### src/wtrs_pkg.sv
`timescale 1ns / 1ps
`default_nettype none
// ----------------------------------------------------------------------------
// wtrs_pkg
// Shared types and constants of the wrap tile rectangle splitter.
// ----------------------------------------------------------------------------
package wtrs_pkg;

    localparam int SCREEN_WIDTH_DEF  = 800;
    localparam int SCREEN_HEIGHT_DEF = 480;

    // sizes, positions and moduli all fit 13 bits (up to 4096)
    localparam int SIZE_W   = 13;
    localparam int REM_W    = 12;
    localparam int OFFS_W   = 32;
    localparam int CFG_IDX_W = 2;

    localparam logic [SIZE_W-1:0] BG_WIDTH_MIN  = 13'd128;
    localparam logic [SIZE_W-1:0] BG_HEIGHT_MIN = 13'd80;
    localparam logic [SIZE_W-1:0] BG_SIZE_MAX   = 13'd4096;
    localparam logic [SIZE_W-1:0] BG_WIDTH_RST  = 13'd800;
    localparam logic [SIZE_W-1:0] BG_HEIGHT_RST = 13'd480;

    localparam int MAX_RECTS = 56;
    localparam int CNT_W     = $clog2(MAX_RECTS);

    localparam logic [CFG_IDX_W-1:0] REG_BG_WIDTH  = 2'd0;
    localparam logic [CFG_IDX_W-1:0] REG_BG_HEIGHT = 2'd1;

    typedef struct packed {
        logic signed [OFFS_W-1:0] x_offset;
        logic signed [OFFS_W-1:0] y_offset;
    } offs_t;

    typedef struct packed {
        logic [11:0] src_x;
        logic [11:0] src_y;
        logic [9:0]  dst_x;
        logic [8:0]  dst_y;
        logic [9:0]  rect_width;
        logic [8:0]  rect_height;
        logic        last;
    } rect_t;

    typedef struct packed {
        logic busy;
        logic done;
    } mod_stat_t;

endpackage
`default_nettype wire

### src/wtrs_mod_serial.sv
`timescale 1ns / 1ps
`default_nettype none
// ----------------------------------------------------------------------------
// wtrs_mod_serial
// Bit-serial signed modulo: one offset bit per cycle, msb first, remainder
// kept below the modulus by one compare and subtract.
// ----------------------------------------------------------------------------
module wtrs_mod_serial (
    input  wire logic                          clk,
    input  wire logic                          rst_n,
    input  wire logic                          start,
    input  wire logic [wtrs_pkg::OFFS_W-1:0]   value,
    input  wire logic [wtrs_pkg::SIZE_W-1:0]   modulus,
    output logic      [wtrs_pkg::REM_W-1:0]    result,
    output wtrs_pkg::mod_stat_t                stat
);
    import wtrs_pkg::*;

    localparam int STEPS = OFFS_W - 1;
    localparam int STEP_W = $clog2(STEPS);

    logic [OFFS_W-2:0] shift_reg;
    logic [REM_W-1:0]  rem_reg;
    logic [STEP_W-1:0] count_reg;
    logic              busy_reg;
    logic              done_reg;

    logic [SIZE_W-1:0] trial;
    logic [REM_W-1:0]  rem_next;
    logic [SIZE_W-1:0] mod_less_one;

    always_comb
    begin
        trial = {rem_reg, shift_reg[OFFS_W-2]};
        if (trial >= modulus)
        begin
            rem_next = REM_W'(trial - modulus);
        end
        else
        begin
            rem_next = REM_W'(trial);
        end
        mod_less_one = modulus - SIZE_W'(1);
    end

    // the sign bit carries weight -2^31: it starts the remainder at -1 mod m
    always_ff @(posedge clk or negedge rst_n)
    begin
        if (!rst_n)
        begin
            busy_reg  <= 1'b0;
            done_reg  <= 1'b0;
            count_reg <= '0;
        end
        else
        begin
            done_reg <= busy_reg && !start && (count_reg == '0);
            if (start)
            begin
                busy_reg  <= 1'b1;
                count_reg <= STEP_W'(STEPS - 1);
            end
            else if (busy_reg)
            begin
                count_reg <= count_reg - STEP_W'(1);
                if (count_reg == '0)
                begin
                    busy_reg <= 1'b0;
                end
            end
        end
    end

    always_ff @(posedge clk)
    begin
        if (start)
        begin
            shift_reg <= value[OFFS_W-2:0];
            rem_reg   <= value[OFFS_W-1] ? REM_W'(mod_less_one) : '0;
        end
        else if (busy_reg)
        begin
            shift_reg <= {shift_reg[OFFS_W-3:0], 1'b0};
            rem_reg   <= rem_next;
        end
    end

    assign result    = rem_reg;
    assign stat.busy = busy_reg;
    assign stat.done = done_reg;

    a_rem_below_mod: assert property (@(posedge clk) disable iff (!rst_n)
        busy_reg |-> ({1'b0, rem_reg} < modulus))
        else $error("remainder not below modulus");

    a_done_after_busy: assert property (@(posedge clk) disable iff (!rst_n)
        done_reg |-> $past(busy_reg))
        else $error("done without a reduction in flight");

endmodule
`default_nettype wire

### src/wtrs_rect_gen.sv
`timescale 1ns / 1ps
`default_nettype none
// ----------------------------------------------------------------------------
// wtrs_rect_gen
// Rectangle sequencer: walks the screen band by band, left to right, one
// copy rectangle per cycle into an output register while not stalled.
// ----------------------------------------------------------------------------
module wtrs_rect_gen #(
    parameter int SCREEN_WIDTH  = wtrs_pkg::SCREEN_WIDTH_DEF,
    parameter int SCREEN_HEIGHT = wtrs_pkg::SCREEN_HEIGHT_DEF
) (
    input  wire logic                        clk,
    input  wire logic                        rst_n,
    input  wire logic                        start,
    input  wire logic [wtrs_pkg::REM_W-1:0]  x_wrap,
    input  wire logic [wtrs_pkg::REM_W-1:0]  y_wrap,
    input  wire logic [wtrs_pkg::SIZE_W-1:0] bg_w,
    input  wire logic [wtrs_pkg::SIZE_W-1:0] bg_h,
    output logic                             rect_valid,
    input  wire logic                        rect_ready,
    output wtrs_pkg::rect_t                  rect,
    output logic                             done
);
    import wtrs_pkg::*;

    localparam logic [SIZE_W-1:0] SW = SIZE_W'(SCREEN_WIDTH);
    localparam logic [SIZE_W-1:0] SH = SIZE_W'(SCREEN_HEIGHT);

    logic              active_reg;
    logic              done_reg;
    logic              out_valid_reg;
    rect_t             out_reg;
    logic [REM_W-1:0]  xo_reg;
    logic [REM_W-1:0]  sx_reg;
    logic [REM_W-1:0]  sy_reg;
    logic [SIZE_W-1:0] dx_reg;
    logic [SIZE_W-1:0] dy_reg;
    logic [CNT_W-1:0]  n_reg;

    logic [SIZE_W-1:0] rem_w;
    logic [SIZE_W-1:0] scr_w;
    logic [SIZE_W-1:0] rem_h;
    logic [SIZE_W-1:0] scr_h;
    logic [SIZE_W-1:0] ww;
    logic [SIZE_W-1:0] hh;
    logic              row_end;
    logic              col_end;
    logic              last;
    logic              load;

    always_comb
    begin
        rem_w   = bg_w - {1'b0, sx_reg};
        scr_w   = SW - dx_reg;
        rem_h   = bg_h - {1'b0, sy_reg};
        scr_h   = SH - dy_reg;
        row_end = (scr_w <= rem_w);
        col_end = (scr_h <= rem_h);
        ww      = row_end ? scr_w : rem_w;
        hh      = col_end ? scr_h : rem_h;
        last    = (row_end && col_end) || (n_reg == CNT_W'(MAX_RECTS - 1));
        load    = active_reg && (!out_valid_reg || rect_ready);
    end

    always_ff @(posedge clk or negedge rst_n)
    begin
        if (!rst_n)
        begin
            active_reg    <= 1'b0;
            done_reg      <= 1'b0;
            out_valid_reg <= 1'b0;
            n_reg         <= '0;
        end
        else
        begin
            done_reg <= load && last && !start;
            if (start)
            begin
                active_reg <= 1'b1;
                n_reg      <= '0;
                if (rect_ready)
                begin
                    out_valid_reg <= 1'b0;
                end
            end
            else if (load)
            begin
                out_valid_reg <= 1'b1;
                n_reg         <= n_reg + CNT_W'(1);
                if (last)
                begin
                    active_reg <= 1'b0;
                end
            end
            else if (rect_ready)
            begin
                out_valid_reg <= 1'b0;
            end
        end
    end

    // only the first rectangle of a band, or of the first band, starts inside the image
    always_ff @(posedge clk)
    begin
        if (start)
        begin
            xo_reg <= x_wrap;
            sx_reg <= x_wrap;
            sy_reg <= y_wrap;
            dx_reg <= '0;
            dy_reg <= '0;
        end
        else if (load)
        begin
            out_reg.src_x       <= sx_reg;
            out_reg.src_y       <= sy_reg;
            out_reg.dst_x       <= dx_reg[9:0];
            out_reg.dst_y       <= dy_reg[8:0];
            out_reg.rect_width  <= ww[9:0];
            out_reg.rect_height <= hh[8:0];
            out_reg.last        <= last;
            if (row_end)
            begin
                sx_reg <= xo_reg;
                dx_reg <= '0;
                sy_reg <= '0;
                dy_reg <= dy_reg + hh;
            end
            else
            begin
                sx_reg <= '0;
                dx_reg <= dx_reg + ww;
            end
        end
    end

    assign rect_valid = out_valid_reg;
    assign rect       = out_reg;
    assign done       = done_reg;

    a_count_cap: assert property (@(posedge clk) disable iff (!rst_n)
        active_reg |-> (n_reg < CNT_W'(MAX_RECTS)))
        else $error("rectangle count past cap");

    a_inside_screen: assert property (@(posedge clk) disable iff (!rst_n)
        active_reg |-> ((dx_reg < SW) && (dy_reg < SH)))
        else $error("walk position left the screen");

    a_keeps_going: assert property (@(posedge clk) disable iff (!rst_n)
        (load && !last && !start) |=> active_reg)
        else $error("walk stopped before last rectangle");

endmodule
`default_nettype wire

### src/wrap_tile_rect_splitter_unit.sv
`timescale 1ns / 1ps
`default_nettype none
// ----------------------------------------------------------------------------
// wrap_tile_rect_splitter_unit
// Wraps a signed scroll offset pair into the background and tiles the
// screen with copy rectangles.
// ----------------------------------------------------------------------------
//  channel  signals                                word      dir
//  offs     offs_valid / offs_ready / offs         offs_t    in
//  rect     rect_valid / rect_ready / rect         rect_t    out
//  cfg      cfg_valid / cfg_ready / cfg_index,data 13 bits   in
//
//  each offset word goes through bit-serial modulo reduction (x and y
//  in parallel, sign at accept, then one offset bit per cycle), then one
//  rectangle per cycle while the rect channel does not stall, up to 56,
//  before the next offset word can be accepted.
//  reset loads bg_width 800 and bg_height 480.
//  a stalled rect channel holds the sequencer; after the last rectangle is
//  loaded, its done register and then the state register raise offs_ready.
// ----------------------------------------------------------------------------
module wrap_tile_rect_splitter_unit #(
    parameter int SCREEN_WIDTH  = wtrs_pkg::SCREEN_WIDTH_DEF,
    parameter int SCREEN_HEIGHT = wtrs_pkg::SCREEN_HEIGHT_DEF
) (
    input  wire logic                           clk,
    input  wire logic                           rst_n,
    input  wire logic                           offs_valid,
    output logic                                offs_ready,
    input  wire wtrs_pkg::offs_t                offs,
    output logic                                rect_valid,
    input  wire logic                           rect_ready,
    output wtrs_pkg::rect_t                     rect,
    input  wire logic                           cfg_valid,
    output logic                                cfg_ready,
    input  wire logic [wtrs_pkg::CFG_IDX_W-1:0] cfg_index,
    input  wire logic [wtrs_pkg::SIZE_W-1:0]    cfg_data
);
    import wtrs_pkg::*;

    typedef enum logic [1:0] {
        ST_IDLE,
        ST_REDUCE,
        ST_EMIT
    } state_t;

    state_t            state_reg;
    state_t            state_next;
    logic [SIZE_W-1:0] bg_width_reg;
    logic [SIZE_W-1:0] bg_height_reg;
    logic [SIZE_W-1:0] bw;
    logic [SIZE_W-1:0] bh;
    logic [REM_W-1:0]  x_wrap;
    logic [REM_W-1:0]  y_wrap;
    mod_stat_t         x_stat;
    mod_stat_t         y_stat;
    logic              accept;
    logic              gen_start;
    logic              gen_done;

    always_comb
    begin
        priority if (bg_width_reg < BG_WIDTH_MIN)
            bw = BG_WIDTH_MIN;
        else if (bg_width_reg > BG_SIZE_MAX)
            bw = BG_SIZE_MAX;
        else
            bw = bg_width_reg;
        priority if (bg_height_reg < BG_HEIGHT_MIN)
            bh = BG_HEIGHT_MIN;
        else if (bg_height_reg > BG_SIZE_MAX)
            bh = BG_SIZE_MAX;
        else
            bh = bg_height_reg;
    end

    assign cfg_ready = 1'b1;

    always_ff @(posedge clk or negedge rst_n)
    begin
        if (!rst_n)
        begin
            bg_width_reg  <= BG_WIDTH_RST;
            bg_height_reg <= BG_HEIGHT_RST;
        end
        else if (cfg_valid)
        begin
            if (cfg_index == REG_BG_WIDTH)
            begin
                bg_width_reg <= cfg_data;
            end
            else if (cfg_index == REG_BG_HEIGHT)
            begin
                bg_height_reg <= cfg_data;
            end
        end
    end

    assign offs_ready = (state_reg == ST_IDLE);
    assign accept     = offs_valid && offs_ready;
    // both reductions run the same number of steps
    assign gen_start  = (state_reg == ST_REDUCE) && x_stat.done;

    always_comb
    begin
        state_next = state_reg;
        unique case (state_reg)
            ST_IDLE:
            begin
                if (accept)
                begin
                    state_next = ST_REDUCE;
                end
            end
            ST_REDUCE:
            begin
                if (x_stat.done)
                begin
                    state_next = ST_EMIT;
                end
            end
            ST_EMIT:
            begin
                if (gen_done)
                begin
                    state_next = ST_IDLE;
                end
            end
            default:
            begin
                state_next = ST_IDLE;
            end
        endcase
    end

    always_ff @(posedge clk or negedge rst_n)
    begin
        if (!rst_n)
        begin
            state_reg <= ST_IDLE;
        end
        else
        begin
            state_reg <= state_next;
        end
    end

    wtrs_mod_serial u_mod_x (
        .clk     (clk),
        .rst_n   (rst_n),
        .start   (accept),
        .value   (offs.x_offset),
        .modulus (bw),
        .result  (x_wrap),
        .stat    (x_stat)
    );

    wtrs_mod_serial u_mod_y (
        .clk     (clk),
        .rst_n   (rst_n),
        .start   (accept),
        .value   (offs.y_offset),
        .modulus (bh),
        .result  (y_wrap),
        .stat    (y_stat)
    );

    wtrs_rect_gen #(
        .SCREEN_WIDTH  (SCREEN_WIDTH),
        .SCREEN_HEIGHT (SCREEN_HEIGHT)
    ) u_rect_gen (
        .clk        (clk),
        .rst_n      (rst_n),
        .start      (gen_start),
        .x_wrap     (x_wrap),
        .y_wrap     (y_wrap),
        .bg_w       (bw),
        .bg_h       (bh),
        .rect_valid (rect_valid),
        .rect_ready (rect_ready),
        .rect       (rect),
        .done       (gen_done)
    );

    a_mods_in_step: assert property (@(posedge clk) disable iff (!rst_n)
        (x_stat.busy == y_stat.busy) && (x_stat.done == y_stat.done))
        else $error("x and y reductions out of step");

endmodule
`default_nettype wire

### config.mk
export PLATFORM = sky130hd
export DESIGN_NAME = wrap_tile_rect_splitter_unit
export DESIGN_NICKNAME = d
export VERILOG_FILES = /design/src/wtrs_pkg.sv /design/src/wtrs_mod_serial.sv /design/src/wtrs_rect_gen.sv /design/src/wrap_tile_rect_splitter_unit.sv
export SDC_FILE = /design/constraint.sdc
export NUM_CORES = 1
export LEC_CHECK = 0
export ABC_CLOCK_PERIOD_IN_PS = 10400
export BUFFER_PORTS_ARGS = -buffer_cell sky130_fd_sc_hd__buf_2
export CAP_MARGIN = 0
export CORE_ASPECT_RATIO = 0.75
export CORE_UTILIZATION = 30
export DETAILED_ROUTE_END_ITERATION = 6
export HOLD_SLACK_MARGIN = 0.02
export PLACE_DENSITY_LB_ADDON = 0.12
export SYNTH_ARGS = -nofsm -noshare
export SYNTH_HDL_FRONTEND = slang
export SYNTH_SLANG_ARGS = --single-unit
### constraint.sdc
create_clock -name clk -period 10.4 [get_ports clk]
set_input_delay 1.04 -clock clk [delete_from_list [all_inputs] [get_ports clk]]
set_output_delay 1.04 -clock clk [all_outputs]
set_load 0.02 [all_outputs]
==> results of run 1 <==
[how the worst max path moves through the flow]
stage / from / end / slack (ps) / depth (start not counted)
final: bg_height_reg[9] / u_rect_gen.dy_reg[12] / 1830 / 31
after CTS: bg_height_reg[9] / u_rect_gen.dy_reg[12] / 1890 / 31
after floorplan: bg_height_reg[9] / u_rect_gen.dy_reg[12] / 3200 / 33
after global placement: bg_height_reg[9] / u_rect_gen.dy_reg[12] / 2120 / 29
after global routing: bg_height_reg[9] / u_rect_gen.dy_reg[12] / 1170 / 31
after detailed placement: bg_height_reg[9] / u_rect_gen.dy_reg[12] / 1950 / 31
[cells in the final DEF, fill, tap and decap left out, types with 13 or more instances in the layout]
cell,instances
a21o_1,18
mux2i_1,22
mux2_2,34
nor3_1,32
dfrtp_1,43
buf_2,148
a21oi_1,83
clkbuf_16,33
inv_1,100
edfxtp_1,185
and2_1,14
dfxtp_1,26
nor2_1,92
nand2b_1,15
nand3_1,36
nand2_1,299
a22o_1,13
o21ai_0,70
xor2_1,38
xnor2_1,59
ha_1,109
[area by class of cell]
type                            count  area, um^2
Clock buffer                       46         945
Tap cell                          657         822
Multi-Input combinational cell   1126        7420
Clock inverter                     10        55.1
Timing Repair Buffer              156         801
Fill cell                        5107       32400
Inverter                          101         379
Sequential cell                   261        7340
Antenna cell                        4        10.0
[metrics by stage]
step           hold slack [ps]  utilization (%)
6_report                   451             35.4
5_1_grt                    447             35.4
4_1_cts                    450             35.4
3_5_place_dp               433             33.4
3_3_place_gp               442             33.4
2_1_floorplan              424                -
[critical path, delay by kind of cell (launching register included)]
family / cells / cell delay [ps]
DFF: 1 / 410
AOI/OAI and AO/OA: 13 / 4000
adders and majority gates: 4 / 1250
and+or+nand+nor: 10 / 1870
buffers and inverters: 2 / 140
muxes: 1 / 450
xor gates and xnor gates: 1 / 330
[routing by layer]
layer / part of all wire, % / up-vias / GRT usage, % / wire length (um)
met5: 0.17 / - / 0 / 65
met4: 2.2 / 10 / 3.46 / 834
met3: 4.8 / 58 / 3.07 / 1830
met2: 40 / 225 / 21.5 / 15400
met1: 53 / 5393 / 22.3 / 20400
li1: - / 5769 / - / -
[cells by family (layout without fill, tap and decap cells)]
| group | Yosys count | count (layout) |
|---|---|---|
| compound gates | 283 | 283 |
| xor+xnor | 97 | 97 |
| fa+ha+maj | 115 | 115 |
| buf+inv | 144 | 313 |
| flops | 261 | 261 |
| mux | 56 | 56 |
| other cells | 1 | 5 |
| simple gates | 574 | 574 |
==> metrics.csv, run 1 <==
stage,metric,value,unit
timing,layout_setup_ws,1830,ps
timing,rsz0062_at_grt,false,
logic_synthesis,synth_edf_count,185,
grt,grt_max_degree,65,
worst_setup_path,cpMaxStageDelayCell,o41ai_1,
worst_hold_path,worstHoldStart,u_rect_gen.sy_reg[9],
timing,fmax,0.117,GHz
cells_and_area,stdcell_area,0.0178,mm^2
timing,skew,8.10,ps
timing,setup_tns,0,ps
route,drc,0,
grt,antenna_found_initial,9,
clock_tree,worstSkewPairLatency,570,ps
cells_and_area,final_nets,1875,
grt,overflow,0,
floorplan,ioPinCount,150,
worst_setup_path,worstPathArrival,9020,ps
logic_synthesis,synthArstFlopShare,19.2,%
clock_tree,holdBufCountCts,0,
logic_synthesis,synth_xor_area_share,5.56,%
logic_synthesis,yosys.area_share.adder,9.72,%
floorplan,start_util,30.4,%
logic_synthesis,yosysWarnings,0,
worst_hold_path,holdPathStages,0,
clock_tree,cts_buffer_depth,3,
floorplan,core-area,0.0502,mm^2
clock_tree,cts_sinks,261,
flow_run,drv_cap,0,
logic_synthesis,synth.most_common_cell,nand2_1,
clock_tree,post_cts_resized,0,
logic_synthesis,synthTopCellsByCount,"nand2_1, edfxtp_1, ha_1",
timing,setup_viol,0,
clock_tree,cts_made_buffers,30,
logic_synthesis,synth-compound-area-share,12.2,%
logic_synthesis,synthTopCellsByArea,"edfxtp_1, ha_1, nand2_1",
route,drtPass1Iterations,5,
placed_design,place_inst,2301,
worst_setup_path,reg2reg_from,bg_height_reg[9],
logic_synthesis,synthFlopType,edfxtp_1,
timing,worst_pin_slew,1170,ps
worst_setup_path,rrSetupSlack,1830,ps
worst_setup_path,cpPeakStageDelay,820,ps
logic_synthesis,synth.distinct_cells,78,
worst_setup_path,cp-start-kind,flip-flop,
route,drt-initial-drc-count,710,
route,wl,38.6,mm
timing,period_minus_slack,8570,ps
placed_design,place_congestion,0.827,
outcome,status,finished clean,
logic_synthesis,ys_seq_elements,261,
clock_tree,htree_levels,1,
route,via_per_inst,4.85,
grt,grt_pass1_vias,11000,
clock_tree,cts_setup_buffers,0,
floorplan,die_y,197,um
cells_and_area,largest_register_ff_count,63,
cells_and_area,drive_gt1_share,16.2,%
grt,grt_util_all_layers,14.9,%
clock_tree,clk_pin_slew,60,ps
timing,finalHoldViolations,0,
worst_hold_path,min_to,u_rect_gen.rect[48],
worst_hold_path,hold_path.class,flip-flop to flip-flop,
placed_design,pre_cts_ws,1950,ps
floorplan,placementRows,71,
logic_synthesis,yosysSeqAreaShare,48.0,%
floorplan,dieArea,0.0518,mm^2
route,vias,11500,
worst_setup_path,worstSetupPathType,flip-flop to flip-flop,
logic_synthesis,muxShareOfSynthArea,3.95,%
logic_synthesis,synthesis.area,0.0153,mm^2
placed_design,dpl.hpwl,28.5,mm
logic_synthesis,netlist.area_leader.share,36.4,%
floorplan,die-width,263,um
worst_setup_path,required,10850,ps
logic_synthesis,synth_largest_area_cell,edfxtp_1,
placed_design,dpl_cell_area,0.0168,mm^2
logic_synthesis,synth_simple_gate_area_share,16.9,%
route,antenna_left,0,
worst_setup_path,critPathCaptureType,flip-flop,
grt,grt_pass1_wl,61.7,mm
logic_synthesis,synth_fp_nets,1730,
timing,final-max-slew-violation-count,0,
logic_synthesis,avgSynthCellArea,9.98,um^2
cells_and_area,areaGrowthSynthToFinish,16.3,%
clock_tree,clockRootBuffer,clkbuf_16,
logic_synthesis,synth_cells,1531,
worst_setup_path,cpMostUsedCell,o21ai_0,
clock_tree,cts_tree,done,
worst_setup_path,regToRegEndpoint,u_rect_gen.dy_reg[12],
timing,fin_crit_sh,82.4,%
worst_setup_path,path_max_fanout,20,
placed_design,io_buffers,148,
timing,relSlewSlack,21.2,%
worst_setup_path,rr_worst_depth,31,
cells_and_area,final_cells,2361,
route,routedWlPerCell,16.3,um
logic_synthesis,synth_top_family_by_area,simple AND/OR/NAND/NOR gates,
Power of run 1 is left out: the tool's default activity adds up to more than one toggle a clock period on the data nets, which glitch-free logic cannot reach.
==> inputs of run 2 (changes only) <==
- ABC_AREA: unset -> 1
- ABC_CLOCK_PERIOD_IN_PS: 10400 -> 7500
- clock period: 10.4 -> 7.5 ns (I/O delays scaled with it)
==> metrics.csv, run 2 <==
stage,metric,value,unit,change
outcome,status,finished clean,,
timing,finalHoldViolations,0,,unchanged
route,drtPass1Iterations,6,,+1
logic_synthesis,synth.distinct_cells,54,,-31%
route,vias,12500,,+8.8%
logic_synthesis,synthesis.area,0.0155,mm^2,+1.8%
floorplan,die_y,199,um,+0.88%
placed_design,pre_cts_ws,1150,ps,-800 ps
timing,rsz0062_at_grt,false,,
clock_tree,clk_pin_slew,60,ps,about the same
timing,fmax,0.157,GHz,+35%
cells_and_area,final_cell_mix,"nand2_1, inv_1, edfxtp_1",,
placed_design,place_inst,2582,,+12%
logic_synthesis,netlist.area_leader.share,35.7,%,-0.64 points
clock_tree,htree_levels,1,,unchanged
logic_synthesis,ys_seq_elements,261,,unchanged
logic_synthesis,synth.most_common_cell,nand2_1,,
floorplan,core-area,0.0506,mm^2,+0.89%
worst_hold_path,hold_path.class,input pin to asynchronous set/reset pin,,
logic_synthesis,avgSynthCellArea,8.63,um^2,-14%
logic_synthesis,synth_largest_area_cell,edfxtp_1,,
pwr,cellPowerDensity,516,mW/mm^2,
logic_synthesis,synthTopCellsByCount,"nand2_1, inv_1, edfxtp_1",,
logic_synthesis,synth_cells,1802,,+18%
logic_synthesis,synth_fp_nets,2001,,+16%
clock_tree,cts_tree,done,,
floorplan,ioPinCount,150,,unchanged
timing,layout_setup_ws,1130,ps,-700 ps
worst_setup_path,path_max_fanout,9,,-55%
pwr,power_leakage,8.68,nW,
timing,skew,29.4,ps,+21.3 ps
logic_synthesis,synthFlopType,edfxtp_1,,
route,antenna_left,0,,unchanged
route,routedWlPerCell,15.7,um,-3.6%
placed_design,dpl.hpwl,31.4,mm,+10%
worst_setup_path,cpPeakStageDelay,560,ps,-260 ps
worst_setup_path,worstPathBufferInverterCount,3,,+1
worst_setup_path,crit_family,simple AND/OR/NAND/NOR gates,,
clock_tree,cts_setup_buffers,0,,unchanged
clock_tree,cts_sinks,261,,unchanged
worst_setup_path,critPathCaptureType,flip-flop,,
grt,grt_util_all_layers,15.7,%,+0.85 points
worst_setup_path,required,7960,ps,-2890 ps
clock_tree,post_cts_resized,0,,unchanged
cells_and_area,largest_register_ff_count,63,,unchanged
grt,overflow,0,,unchanged
cells_and_area,final_cells,2641,,+12%
worst_setup_path,cpMostUsedCell,nand2_1,,
pwr,power,9.35,mW,
route,via_per_inst,4.72,,-2.8%
logic_synthesis,yosysWarnings,0,,unchanged
placed_design,io_buffers,148,,unchanged
timing,fin_crit_sh,84.9,%,+2.5 points
worst_setup_path,cp-start-kind,flip-flop,,
route,drc,0,,unchanged
logic_synthesis,synthArstFlopShare,19.2,%,unchanged
grt,use_met1,24.1,%,+1.8 points
worst_setup_path,worstPathArrival,6820,ps,-2200 ps
cells_and_area,final_util,35.7,%,+0.35 points
grt,grt_pass1_wl,65.8,mm,+6.5%
logic_synthesis,yosysSeqAreaShare,47.2,%,-0.85 points
timing,period_minus_slack,6370,ps,-2200 ps
grt,met2_usage,22.0,%,+0.53 points
floorplan,placementRows,71,,unchanged
grt,grt_max_degree,87,,+34%
grt,gr-max-usage-layer,met1,,
worst_setup_path,worstSetupPathType,flip-flop to flip-flop,,
clock_tree,cts_buffer_depth,3,,unchanged
floorplan,start_util,30.7,%,+0.27 points
grt,antenna_found_initial,8,,-1
cells_and_area,drive_gt1_share,12.8,%,-3.5 points
logic_synthesis,synthTopCellsByArea,"edfxtp_1, nand2_1, ha_1",,
placed_design,place_congestion,0.871,,+5.4%
floorplan,die-width,265,um,+0.89%
route,wl,41.6,mm,+7.8%
grt,grt_pass1_vias,12000,,+9.2%
cells_and_area,areaGrowthSynthToFinish,16.4,%,about the same
clock_tree,clockRootBuffer,clkbuf_16,,
logic_synthesis,synth_edf_count,185,,unchanged
flow_run,drv_cap,0,,unchanged
cells_and_area,final_nets,2156,,+15%
timing,setup_tns,0,ps,unchanged
cells_and_area,final_common_cell,nand2_1,,
pwr,peakVddDrop,0.000195,V,
grt,use_met3,3.24,%,+0.17 points
timing,final-max-slew-violation-count,0,,unchanged
route,drt-initial-drc-count,725,,+2.1%
clock_tree,worstSkewPairLatency,590,ps,+20 ps
clock_tree,cts_made_buffers,30,,unchanged
worst_setup_path,cpMaxStageDelayCell,nor3_1,,
timing,worst_pin_slew,1110,ps,-62.4 ps
timing,setup_viol,0,,unchanged
clock_tree,holdBufCountCts,0,,unchanged
timing,relSlewSlack,25.8,%,+4.6 points
floorplan,dieArea,0.0527,mm^2,+1.8%
run 2: cell families (layout without fill, tap and decap cells):
kind of cell | Yosys count | in the layout | synth area share, %
other | 1 | 4 | 0.0241
adders and majority gates | 115 | 115 | 9.54
xor gates and xnor gates | 83 | 83 | 4.68
buffers and inverters | 283 | 462 | 6.94
and+or+nand+nor | 770 | 770 | 21.3
DFF | 261 | 261 | 47.2
AOI/OAI and AO/OA | 289 | 289 | 10.3
run 2: cell type report:
cell class	count	area, um^2
multi-input cells	1258	7150
repair buffers	158	816
diodes	3	7.51
inverters	248	931
flip-flops and latches	261	7340
clock buffers	36	793
clock inverters	20	245
fillers	5294	32500
well taps	657	822
run 2: where the power goes:
| part | leakage [nW] | internal, mW | switching, mW | total, mW |
|---|---|---|---|---|
| Sequential | 2.65 | 2.38 | 0.313 | 2.70 |
| Clock | 0.508 | 0.927 | 0.631 | 1.56 |
| Combinational | 5.52 | 1.77 | 3.32 | 5.09 |
| Total | 8.68 | 5.08 | 4.27 | 9.35 |
run 2: final timing paths:
kind                       slack (ps)  depth (start not counted)                 start                    end
min                               260                          2                 rst_n   u_mod_x.count_reg[3]
min reg2reg                       460                          0  u_rect_gen.sx_reg[6]    u_rect_gen.rect[57]
max in group asynchronous        6760                          2                 rst_n  u_rect_gen.rect_valid
max                              1130                         33      bg_height_reg[8]  u_rect_gen.dy_reg[10]
max reg2reg                      1130                         33      bg_height_reg[8]  u_rect_gen.dy_reg[10]
min in group clk                  370                          2            rect_ready  u_rect_gen.rect_valid
run 2: routing by layer:
layer	share of wire [%]	routed length, um
met4	2.1	874
met5	0.11	46
met3	6.2	2570
met1	53	21900
met2	39	16200
run 2: stage by stage:
step | hold slack (ps) | area [um^2]
2_1_floorplan | 410 | 15500
3_3_place_gp | 440 | 17100
3_5_place_dp | 443 | 17100
4_1_cts | 263 | 18100
5_1_grt | 293 | 18100
6_report | 261 | 18100
(Power assumes the default switching activity.)
